File: src/rtl/assert_macros.svh
// Assertion helpers shared by the RTL files.
`ifndef ASSERT_MACROS_SVH
`define ASSERT_MACROS_SVH

// Property checked at every rising clock edge outside reset.
`define ASSERT_CLK_RST(label, clk, rst_n, prop, msg) \
  label: assert property (@(posedge clk) disable iff (!rst_n) (prop)) else $error(msg);

// Same-cycle implication checked outside reset.
`define ASSERT_IMPLY(label, clk, rst_n, pre, post, msg) \
  label: assert property (@(posedge clk) disable iff (!rst_n) (pre) |-> (post)) \
    else $error(msg);

`endif

File: src/rtl/itrd_pkg.sv
package itrd_pkg;

  // Field widths fixed by the interface.
  localparam int RADIX_W = 6;
  localparam int CHAR_W  = 7;

  // Radix limits and ASCII anchors.
  localparam logic [RADIX_W-1:0] RADIX_MIN  = 6'd2;
  localparam logic [RADIX_W-1:0] RADIX_MAX  = 6'd36;
  localparam logic [RADIX_W-1:0] DEC_MAX    = 6'd9;
  localparam logic [CHAR_W-1:0]  ASCII_ZERO = 7'd48;
  localparam logic [CHAR_W-1:0]  ASCII_A    = 7'd65;
  localparam logic [CHAR_W-1:0]  DEC_COUNT  = 7'd10;

  // Commands from the controller to the datapath.
  typedef struct packed {
    logic start;     // load a new value and radix
    logic step;      // one restoring division step
    logic rd;        // read the digit buffer at the readout index
    logic load_out;  // move the read digit into the output register
  } ctrl_cmd_t;

  // Status from the datapath to the controller.
  typedef struct packed {
    logic in_zero;    // incoming value is zero
    logic div_last;   // this step finishes one division
    logic quot_zero;  // quotient after this step is zero
    logic out_free;   // output register can take a digit this cycle
    logic rd_last;    // readout index points at the least significant digit
  } dp_status_t;

  // Out-of-range radix codes clamp to the nearest legal base.
  function automatic logic [RADIX_W-1:0] sat_radix(input logic [RADIX_W-1:0] r);
    logic [RADIX_W-1:0] res;
    res = r;
    if (r < RADIX_MIN) res = RADIX_MIN;
    if (r > RADIX_MAX) res = RADIX_MAX;
    return res;
  endfunction

  // Digit value to its ASCII character.
  function automatic logic [CHAR_W-1:0] digit_ascii(input logic [RADIX_W-1:0] d);
    logic [CHAR_W-1:0] res;
    if (d > DEC_MAX) begin
      res = ASCII_A + CHAR_W'(d) - DEC_COUNT;
    end else begin
      res = ASCII_ZERO + CHAR_W'(d);
    end
    return res;
  endfunction

endpackage

File: src/rtl/itrd_ctrl.sv
module itrd_ctrl (
  input  logic                 clk_i,
  input  logic                 rst_ni,
  input  logic                 in_valid_i,
  output logic                 in_stall_o,
  input  itrd_pkg::dp_status_t sts_i,
  output itrd_pkg::ctrl_cmd_t  cmd_o
);
  import itrd_pkg::*;

  typedef enum logic [1:0] {
    ST_IDLE,
    ST_DIV,
    ST_READ,
    ST_LOAD
  } state_e;

  state_e state_q, state_d;

  // Next state and datapath commands.
  always_comb begin
    state_d        = state_q;
    cmd_o          = '0;
    unique case (state_q)
      ST_IDLE: begin
        // A zero value is taken and produces no digits.
        if (in_valid_i && !sts_i.in_zero) begin
          cmd_o.start = 1'b1;
          state_d     = ST_DIV;
        end
      end
      ST_DIV: begin
        cmd_o.step = 1'b1;
        if (sts_i.div_last && sts_i.quot_zero) begin
          state_d = ST_READ;
        end
      end
      ST_READ: begin
        cmd_o.rd = 1'b1;
        state_d  = ST_LOAD;
      end
      ST_LOAD: begin
        if (sts_i.out_free) begin
          cmd_o.load_out = 1'b1;
          state_d        = sts_i.rd_last ? ST_IDLE : ST_READ;
        end
      end
      default: state_d = ST_IDLE;
    endcase
  end

  // State register.
  always_ff @(posedge clk_i or negedge rst_ni) begin
    if (!rst_ni) begin
      state_q <= ST_IDLE;
    end else begin
      state_q <= state_d;
    end
  end

  // One conversion at a time.
  assign in_stall_o = (state_q != ST_IDLE);

endmodule

File: src/rtl/itrd_dp.sv
`include "assert_macros.svh"

module itrd_dp #(
  parameter int VALUE_BITS = 31
) (
  input  logic                        clk_i,
  input  logic                        rst_ni,
  input  logic [VALUE_BITS-1:0]       value_i,
  input  logic [itrd_pkg::RADIX_W-1:0] radix_i,
  input  itrd_pkg::ctrl_cmd_t         cmd_i,
  output itrd_pkg::dp_status_t        sts_o,
  input  logic                        out_stall_i,
  output logic                        out_valid_o,
  output logic [itrd_pkg::CHAR_W-1:0] digit_char_o,
  output logic                        last_digit_o
);
  import itrd_pkg::*;

  localparam int BIT_W = $clog2(VALUE_BITS);
  localparam int IDX_W = $clog2(VALUE_BITS);
  localparam int CNT_W = $clog2(VALUE_BITS + 1);

  logic [VALUE_BITS-1:0] quot_q;
  logic [RADIX_W-1:0]    rem_q;
  logic [RADIX_W-1:0]    radix_q;
  logic [BIT_W-1:0]      bit_q;
  logic [CNT_W-1:0]      cnt_q;
  logic [IDX_W-1:0]      rd_idx_q;
  logic [RADIX_W-1:0]    rd_data_q;
  logic [CHAR_W-1:0]     char_q;
  logic                  last_q;
  logic                  out_valid_q;

  logic [RADIX_W-1:0]    digit_mem [VALUE_BITS];

  logic [RADIX_W:0]      trial;
  logic                  trial_ge;
  logic [RADIX_W-1:0]    rem_next;
  logic [VALUE_BITS-1:0] quot_next;
  logic                  out_take;

  // Restoring division step: bring down the next dividend bit.
  assign trial     = {rem_q, quot_q[VALUE_BITS-1]};
  assign trial_ge  = (trial >= {1'b0, radix_q});
  assign rem_next  = trial_ge ? RADIX_W'(trial - {1'b0, radix_q}) : trial[RADIX_W-1:0];
  assign quot_next = {quot_q[VALUE_BITS-2:0], trial_ge};

  assign out_take = out_valid_q && !out_stall_i;

  // Status toward the controller.
  always_comb begin
    sts_o.in_zero   = (value_i == '0);
    sts_o.div_last  = (bit_q == '0);
    sts_o.quot_zero = (quot_next == '0);
    sts_o.out_free  = !out_valid_q || !out_stall_i;
    sts_o.rd_last   = (rd_idx_q == '0);
  end

  // Control registers: remainder, radix, step counter, digit count, readout index, output valid.
  always_ff @(posedge clk_i or negedge rst_ni) begin
    if (!rst_ni) begin
      rem_q       <= '0;
      radix_q     <= RADIX_MIN;
      bit_q       <= '0;
      cnt_q       <= '0;
      rd_idx_q    <= '0;
      out_valid_q <= 1'b0;
    end else begin
      if (cmd_i.start) begin
        rem_q   <= '0;
        radix_q <= sat_radix(radix_i);
        bit_q   <= BIT_W'(VALUE_BITS - 1);
        cnt_q   <= '0;
      end else if (cmd_i.step) begin
        if (bit_q == '0) begin
          // Division done: the remainder is the next digit.
          rem_q    <= '0;
          bit_q    <= BIT_W'(VALUE_BITS - 1);
          cnt_q    <= cnt_q + CNT_W'(1);
          rd_idx_q <= cnt_q[IDX_W-1:0];
        end else begin
          rem_q <= rem_next;
          bit_q <= bit_q - BIT_W'(1);
        end
      end
      if (cmd_i.load_out) begin
        out_valid_q <= 1'b1;
        if (rd_idx_q != '0) begin
          rd_idx_q <= rd_idx_q - IDX_W'(1);
        end
      end else if (out_take) begin
        out_valid_q <= 1'b0;
      end
    end
  end

  // Payload registers: quotient, digit buffer, read data, output digit and last flag.
  always_ff @(posedge clk_i) begin
    if (cmd_i.start) begin
      quot_q <= value_i;
    end else if (cmd_i.step) begin
      quot_q <= quot_next;
    end
    if (cmd_i.step && (bit_q == '0)) begin
      digit_mem[cnt_q[IDX_W-1:0]] <= rem_next;
    end
    if (cmd_i.rd) begin
      rd_data_q <= digit_mem[rd_idx_q];
    end
    if (cmd_i.load_out) begin
      char_q <= digit_ascii(rd_data_q);
      last_q <= (rd_idx_q == '0);
    end
  end

  assign out_valid_o  = out_valid_q;
  assign digit_char_o = char_q;
  assign last_digit_o = last_q;

  // The partial remainder always stays below the radix.
  `ASSERT_CLK_RST(a_rem_below_radix, clk_i, rst_ni, rem_q < radix_q, "remainder reached radix")
  // The digit count never exceeds the value width.
  `ASSERT_CLK_RST(a_cnt_bound, clk_i, rst_ni, cnt_q <= CNT_W'(VALUE_BITS), "digit count overflow")
  // A digit is only loaded when the output register is free.
  `ASSERT_IMPLY(a_load_free, clk_i, rst_ni, cmd_i.load_out, !out_valid_q || !out_stall_i, "digit overwritten")
  // The readout index points at a written buffer entry.
  `ASSERT_IMPLY(a_rd_idx, clk_i, rst_ni, cmd_i.rd, CNT_W'(rd_idx_q) < cnt_q, "read beyond digits")

endmodule

File: src/rtl/integer_to_radix_digits.sv
// Integer to radix digit string converter.
// Input channel: value_i and radix_i transfer when in_valid_i is high and
// in_stall_o is low. Radix codes below 2 act as 2, codes above 36 act as 36.
// Output channel: one transfer per digit, most significant first, while
// out_valid_o is high and out_stall_i is low. digit_char_o is the ASCII
// character and last_digit_o marks the least significant, final digit.
// A zero value is taken and produces no digits.
// The value is divided by the radix again and again, one quotient bit per
// cycle in a single restoring divider, each remainder being one digit; the
// digits are then read out of the digit buffer by a registered read and an output load.
// A new item is taken once the last digit sits in the output register.
// While the receiver stalls the output digit holds and readout pauses.
// Reset clears the controller to idle and empties the output register.
module integer_to_radix_digits #(
  parameter int VALUE_BITS = 31
) (
  input  logic                         clk_i,
  input  logic                         rst_ni,
  input  logic                         in_valid_i,
  output logic                         in_stall_o,
  input  logic [VALUE_BITS-1:0]        value_i,
  input  logic [itrd_pkg::RADIX_W-1:0] radix_i,
  output logic                         out_valid_o,
  input  logic                         out_stall_i,
  output logic [itrd_pkg::CHAR_W-1:0]  digit_char_o,
  output logic                         last_digit_o
);
  import itrd_pkg::*;

  ctrl_cmd_t  cmd;
  dp_status_t sts;

  // Sequencer for division and readout.
  itrd_ctrl u_ctrl (
    .clk_i      (clk_i),
    .rst_ni     (rst_ni),
    .in_valid_i (in_valid_i),
    .in_stall_o (in_stall_o),
    .sts_i      (sts),
    .cmd_o      (cmd)
  );

  // Divider, digit buffer and output register.
  itrd_dp #(
    .VALUE_BITS (VALUE_BITS)
  ) u_dp (
    .clk_i        (clk_i),
    .rst_ni       (rst_ni),
    .value_i      (value_i),
    .radix_i      (radix_i),
    .cmd_i        (cmd),
    .sts_o        (sts),
    .out_stall_i  (out_stall_i),
    .out_valid_o  (out_valid_o),
    .digit_char_o (digit_char_o),
    .last_digit_o (last_digit_o)
  );

endmodule
File: config.mk
export PLATFORM = sky130hd
export DESIGN_NAME = integer_to_radix_digits
export DESIGN_NICKNAME = d
export VERILOG_FILES = /design/src/rtl/itrd_pkg.sv /design/src/rtl/itrd_ctrl.sv /design/src/rtl/itrd_dp.sv /design/src/rtl/integer_to_radix_digits.sv
export VERILOG_INCLUDE_DIRS = /design/src /design/src/rtl
export SDC_FILE = /design/constraint.sdc
export NUM_CORES = 1
export LEC_CHECK = 0
export ABC_AREA = 1
export BUFFER_PORTS_ARGS = -buffer_cell sky130_fd_sc_hd__buf_2
export CORE_ASPECT_RATIO = 2
export CORE_MARGIN = 1
export CORE_UTILIZATION = 55
export DETAILED_ROUTE_END_ITERATION = 12
export PLACE_DENSITY_LB_ADDON = 0.08
export SYNTH_ARGS = -nofsm -noshare
export SYNTH_HDL_FRONTEND = slang
export SYNTH_SLANG_ARGS = --single-unit
File: constraint.sdc
create_clock -name clk_i -period 3 [get_ports clk_i]
set_input_delay 0.6 -clock clk_i [delete_from_list [all_inputs] [get_ports clk_i]]
set_output_delay 0.6 -clock clk_i [all_outputs]
set_load 0.05 [all_outputs]
After elaboration in Yosys (flattened, before gate mapping):

Memories as Yosys holds them, arrays and structs flattened. A register that Yosys moved wholly into a read port is not among the register bits.
Cells that the tools add are included.
Widths: inputs -> output; s select.

* equal/unequal tests: 6
* multiplexer cells: 35
* order comparisons: 4
* reduce and logical (&&, ||, !) cells: 20
* add/sub/neg operators: 7

Operators by type and width (count)
* $logic_not 31->1: 2
* $mux 31: 2
* $mux 5: 11
* $mux 6: 6
* $logic_not 5->1: 2
* $mux 1: 10
* $sub 5x1->5 const B: 2
* $mux 2: 4
* $pmux 2 s4: 1
* $reduce_bool 2->1: 4
* $add 6x6->7 const A: 1
* $add 7x6->7 const A: 1
* $ge 7x6->1: 1
* $mux 7: 1
* $sub 7x4->7 const B: 1
* $gt 6x4->1 const B: 1
* $gt 6x6->1 const B: 1
* $lt 6x2->1 const B: 1
* $sub 6x6->6: 1
* $add 5x1->5 const B: 1
* $reduce_bool 5->1: 1
* $eq 2x2->1 const B: 2
* $logic_and 1x1->1: 4
* $ne 2x1->1 const B: 2
* other kinds (7): 9

* output and inout port bits: 10
* input port bits: 41
* logic and storage cells: 83
* memory bits (writable): 186
* memories: 1
* register bits after elaboration: 69

Memories
* u_dp.digit_mem: words 31, bits a word 6, rd ports 1, clocked after Yosys merged registers in 1, write ports 1, RTL line itrd_dp.sv:34 `logic [RADIX_W-1:0] digit_mem [VALUE_BITS];`

Logic depth before layout (Yosys ltp):

* depth in word-level cells: 8
* gate-level depth with buffers: 13
* depth with buffers taken out: 13

Modules after synthesis:

Synthesis repeated with hierarchy kept, for this count alone.

* cell total of the unflattened synthesis: 1161
* area, all modules: 11845.1 µm²

Modules (own cells, without submodules)
* itrd_dp: area an instance 11697.5 µm², instances 1, cells an instance 1136, seq. area each 7638.6 µm²
* itrd_ctrl: area an instance 147.6 µm², instances 1, cells an instance 25, seq. area each 50.0 µm²

Worst setup path after synthesis:

No wires, ideal clock.

* kind: register -> register
* from: register u_dp.radix_q[1]
* to: memory u_dp.digit_mem[0][0], data pin
* setup time: 0.363 ns
* path buffers: 0
* slack: 0.480 ns
* required time: 2.637 ns
* period minus slack after synthesis: 2.520 ns
* cell stages (with the launch flop): 10
* data arrival time: 2.157 ns
* cell sequence: dfstp_2 -> inv_1 -> ha_1 -> nand2_1 -> inv_1 -> nand2_1 -> nand2_1 -> nand2_1 -> nand3_4 -> o21ai_1

* longest elaborated chain between the ends: 2

Ends and longest elaborated chain
* start, declared: RTL line itrd_dp.sv:25 `logic [RADIX_W-1:0] radix_q;`
* start signal, assigned: RTL line itrd_dp.sv:71 `radix_q <= sat_radix(radix_i);`
* $ge 7x6->1: RTL line itrd_dp.sv:44 `assign trial_ge = (trial >= {1'b0, radix_q});`
* $mux 6: RTL line itrd_dp.sv:45 `assign rem_next = trial_ge ? RADIX_W'(trial - {1'b0, radix_q}) : trial[RADIX_W-1:0];`
* named net u_dp.rem_next[0]: RTL line itrd_dp.sv:38 `logic [RADIX_W-1:0] rem_next;`
* end, declared: RTL line itrd_dp.sv:34

The timed path passes the listed nets, and every way through them passes these cells.

Final worst setup path:

* from: register u_dp.bit_q[0]
* to: memory u_dp.digit_mem[5][4] (enable)

* longest elaborated chain between the ends: 4

Ends and longest elaborated chain
* start, declared: RTL line itrd_dp.sv:26 `logic [BIT_W-1:0] bit_q;`
* start signal, assigned: RTL line itrd_dp.sv:72 `bit_q <= BIT_W'(VALUE_BITS - 1);`
* start signal, assigned: RTL line itrd_dp.sv:78 `bit_q <= BIT_W'(VALUE_BITS - 1);`
* start signal, assigned: RTL line itrd_dp.sv:83 `bit_q <= bit_q - BIT_W'(1);`
* $logic_not 5->1: RTL line itrd_dp.sv:104 `if (cmd_i.step && (bit_q == '0)) begin`
* $logic_and 1x1->1: RTL line itrd_dp.sv:104
* $mux 1: RTL line itrd_dp.sv:104
* $mux 1 (not written as such): RTL line itrd_dp.sv:105 `digit_mem[cnt_q[IDX_W-1:0]] <= rem_next;`

No other way between the ends.

==> flow_summary_export.csv <==
group,metric,value,unit
run_status,status,"finished clean",
clock_network,clock-sinks,261,
setup_path,critical_path_required,3.14,ns
routing,final_wl,26400,um
clock_network,clk_root_buffer_cell,"sky130_fd_sc_hd__clkbuf_16",
clock_network,post_cts.resized_instances,0,
setup_path,r2r_setup_slack,0.67,ns
worst_hold_path,hold_path.class,"input pin to async pin",
grt,globalRouteOverflowTotal,0,
synthesis,yosysWarningCount,0,
routing,drtIter0Drc,508,
clock_network,clock_tree.buffer_depth,3,
clock_network,cts-htree-levels,1,
synthesis,synth.area.top_cells,"sky130_fd_sc_hd__edfxtp_1 58%, sky130_fd_sc_hd__nand2_1 10%, sky130_fd_sc_hd__dfrtp_1 6.1%",
sta,worst_slew_pin_slew,0.721,ns
clock_network,worstSkewPairLatency,0.51,ns
sta,period_share,0.778,
sta,final.min_clock_period,2.33,ns
pwr,power.density_cell_area,501,nW/um2
synthesis,synth.cell_area,12000,um2
synthesis,synth_ff_type,"sky130_fd_sc_hd__edfxtp_1",
clock_network,cts-hold-fix-buffers,0,
grt,grt_max_degree,98,
sta,finalWorstSetupSlack,0.666,ns
sta,rsz_0062_raised_after_global_routing,"no",
synthesis,number_of_nets_produced_by_synthesis,1218,
floorplan,die_area,22400,um2
floorplan,chipWidth,106,um
floorplan,starting_density_of_the_core,0.560,
routing,drt.antenna.violating_nets,0,
sta,finalHoldViolations,0,
place,pre_cts_ws,0.668,ns
setup_path,critPathKind,"register to register",
setup_path,worst_setup_path_end_kind,"register",
grt,antenna_found_initial,0,
synthesis,post_synth_num_cell_types,42,
setup_path,startpoint_type,"register",
synthesis,synth_sequential_area_ratio,0.642,
clock_network,cts_setup_buffers,0,
synthesis,area_share_of_the_largest_cell_type_after_synthesis,0.579,
clock_network,tritoncts,"done",
setup_path,reg2reg_depth,8,
layout,areaGrowthSynthToFinish,8.87,%
sta,slew_viol_final,0,
synthesis,post-synth-top-area-cell,"sky130_fd_sc_hd__edfxtp_1",
grt,grtUsageTotal,0.250,
setup_path,worst-path-max-fanout,15,
routing,detailroute.via_count,8016,
synthesis,synth_edf_count,231,
grt,grt_pass1_vias,7936,
place,gp_congestion,0.886,
place,dp_hpwl,17800,um
job,max_cap_viol_count,0,
layout,diodes,0,
floorplan,ios,51,
routing,wl_per_cell,17.8,um
routing,drc_errors,0,
pwr,vdd_drop_max,0.492,mV
synthesis,synthArstFlopShare,0.115,
routing,vias_per_cell,5.40,
pwr,p_total,0.00653,W
layout,number_of_nets_in_the_final_layout,1256,
pwr,p_leak,4.86,nW
floorplan,floorplan.rows,76,
sta,tns,0,ns
routing,detail_route.first_pass.iterations,6,
grt,grt_pass1_wl,41800,um
sta,relSlewSlack,0.519,
sta,number_of_setup_violations_in_the_final_report,0,
layout,final_cell_area,13000,um2
setup_path,critPathArrivalTime,2.48,ns
place,numPortBuffers,50,
sta,finClkSkew,0.0104,ns
clock_network,cts_made_buffers,21,
synthesis,syn-instance-count,1160,
sta,maxClockFrequency,428,MHz
floorplan,core_area,21400,um2
synthesis,ys_seq_elements,261,
floorplan,die-height,211,um
synthesis,synth_area_per_cell,10.3,um2
layout,drive_above_1_share,0.108,
clock_network,clk_pin_slew,0.07,ns
place,post_placement_cell_area,12400,um2
[layer usage]
layer / share of wire / global-route usage / wire, um
met4: 0.056 / 0.156 / 1480
met5: 0 / 0 / 0
met1: 0.35 / 0.267 / 9220
met2: 0.56 / 0.468 / 14700
met3: 0.037 / 0.0194 / 976
[cell usage in the layout (no fill, tap or decap), types with 2 or more instances in the layout]
| master | n |
|---|---|
| sky130_fd_sc_hd__inv_2 | 7 |
| sky130_fd_sc_hd__nor4_1 | 2 |
| sky130_fd_sc_hd__buf_4 | 13 |
| sky130_fd_sc_hd__nand2_2 | 3 |
| sky130_fd_sc_hd__buf_12 | 4 |
| sky130_fd_sc_hd__clkbuf_1 | 5 |
| sky130_fd_sc_hd__o21ai_0 | 67 |
| sky130_fd_sc_hd__o21ai_2 | 2 |
| sky130_fd_sc_hd__buf_2 | 50 |
| sky130_fd_sc_hd__nor2_4 | 2 |
| sky130_fd_sc_hd__nor2_1 | 103 |
| sky130_fd_sc_hd__o211ai_1 | 24 |
| sky130_fd_sc_hd__and2_1 | 3 |
| sky130_fd_sc_hd__o211ai_2 | 12 |
| sky130_fd_sc_hd__a21oi_1 | 5 |
| sky130_fd_sc_hd__clkbuf_8 | 2 |
| sky130_fd_sc_hd__ha_1 | 16 |
| sky130_fd_sc_hd__xnor2_1 | 6 |
| sky130_fd_sc_hd__edfxtp_1 | 231 |
| sky130_fd_sc_hd__nand3_1 | 112 |
| sky130_fd_sc_hd__inv_1 | 114 |
| sky130_fd_sc_hd__dfrtp_1 | 28 |
| sky130_fd_sc_hd__nand2_1 | 334 |
| sky130_fd_sc_hd__o21ai_1 | 10 |
| sky130_fd_sc_hd__clkbuf_16 | 21 |
| sky130_fd_sc_hd__clkinv_1 | 3 |
| sky130_fd_sc_hd__clkinv_2 | 6 |
| sky130_fd_sc_hd__xor2_1 | 4 |
| sky130_fd_sc_hd__nand4_1 | 5 |
| sky130_fd_sc_hd__nor3_1 | 3 |
[critical path, stage by stage, from the launching register on]
cell and delay, ns:
sky130_fd_sc_hd__dfrtp_1 0.39, sky130_fd_sc_hd__inv_1 0.09, sky130_fd_sc_hd__ha_1 0.16, sky130_fd_sc_hd__inv_1 0.05, sky130_fd_sc_hd__nor2_1 0.08, sky130_fd_sc_hd__nand2_1 0.15, sky130_fd_sc_hd__nor2_8 0.25, sky130_fd_sc_hd__nand2_2 0.24
sky130_fd_sc_hd__nor2_1 0.55
[synthesized netlist by cell type, types with 2 or more instances]
| master | count |
|---|---|
| sky130_fd_sc_hd__dfrtp_1 | 29 |
| sky130_fd_sc_hd__nor4_1 | 2 |
| sky130_fd_sc_hd__a21oi_1 | 5 |
| sky130_fd_sc_hd__buf_4 | 12 |
| sky130_fd_sc_hd__edfxtp_1 | 231 |
| sky130_fd_sc_hd__buf_1 | 3 |
| sky130_fd_sc_hd__clkbuf_1 | 5 |
| sky130_fd_sc_hd__nand2_2 | 3 |
| sky130_fd_sc_hd__o211ai_2 | 12 |
| sky130_fd_sc_hd__inv_1 | 114 |
| sky130_fd_sc_hd__nand2_1 | 334 |
| sky130_fd_sc_hd__buf_2 | 23 |
| sky130_fd_sc_hd__nor2_1 | 103 |
| sky130_fd_sc_hd__buf_6 | 8 |
| sky130_fd_sc_hd__o211ai_1 | 24 |
| sky130_fd_sc_hd__ha_1 | 16 |
| sky130_fd_sc_hd__xnor2_1 | 6 |
| sky130_fd_sc_hd__o21ai_0 | 67 |
| sky130_fd_sc_hd__xor2_1 | 4 |
| sky130_fd_sc_hd__o21ai_1 | 11 |
| sky130_fd_sc_hd__nor3_1 | 3 |
| sky130_fd_sc_hd__nor2_4 | 2 |
| sky130_fd_sc_hd__nand4_1 | 5 |
| sky130_fd_sc_hd__inv_2 | 7 |
| sky130_fd_sc_hd__and2_1 | 3 |
| sky130_fd_sc_hd__nand3_1 | 112 |
[area by class of cell]
class                   instances  area [um2]
clock buffers                  28         572
clock inverters                 9        46.3
fillers                      1847        8360
inverters                     123         464
multi-input cells             724        3490
flip-flops and latches        261        7690
well taps                     273         342
repair buffers                 67         428
[state kept, by name, summed over array words and instances (netlist names)]
register and cells:
u_dp.cnt_q 5, u_ctrl.state_q 2, u_dp.quot_q 31, u_dp.rem_q 6, u_dp.last_digit_o 1, u_dp.rd_idx_q 5
u_dp.out_valid_o 1, u_dp.bit_q 5, u_dp.digit_char_o 7, u_dp.digit_mem 186, u_dp.rd_data_q 6, u_dp.radix_q 6
[where the power goes]
part | internal [W] | switching (W) | total [W]
combinational | 0.0000261 | 0.0000330 | 0.0000591
sequential | 0.00390 | 0 | 0.00390
clock | 0.00135 | 0.00123 | 0.00258
total | 0.00527 | 0.00126 | 0.00653
[metrics by stage]
| step | utilization | hold slack, ns | std cells |
|---|---|---|---|
| after floorplan | - | 0.304 | 1160 |
| after global placement | 0.580 | 0.472 | 1448 |
| after detailed placement | 0.580 | 0.477 | 1448 |
| after CTS | 0.609 | 0.150 | 1485 |
| after global routing | 0.609 | 0.201 | 1485 |
| final | 0.609 | 0.128 | 1485 |
[kinds of logic after synthesis]
logic type,count (synthesis),synth area share
compound gates,124,0.0656
xor+xnor,10,0.00732
fa+ha+maj,17,0.0184
buf+inv,175,0.0664
flops,261,0.642
mux,1,0.000836
simple gates,572,0.199
[path summary, 6_finish.rpt]
check / endpoint / start
setup / recovery: u_dp.digit_mem[5][4]$_DFFE_PP_ / u_dp.bit_q[0]$_DFFE_PN0P_
hold / removal: u_dp.rem_q[0]$_DFFE_PN0P_ / rst_ni
setup reg to reg: u_dp.digit_mem[5][4]$_DFFE_PP_ / u_dp.bit_q[0]$_DFFE_PN0P_
hold reg to reg: u_dp.radix_q[4]$_DFFE_PN0P_ / u_dp.radix_q[4]$_DFFE_PN0P_
max in group asynchronous: u_dp.rd_idx_q[0]$_DFF_PN0_ / rst_ni
min in group clk_i: u_dp.radix_q[3]$_DFFE_PN0P_ / radix_i[3]
(Power assumes the default switching activity.)
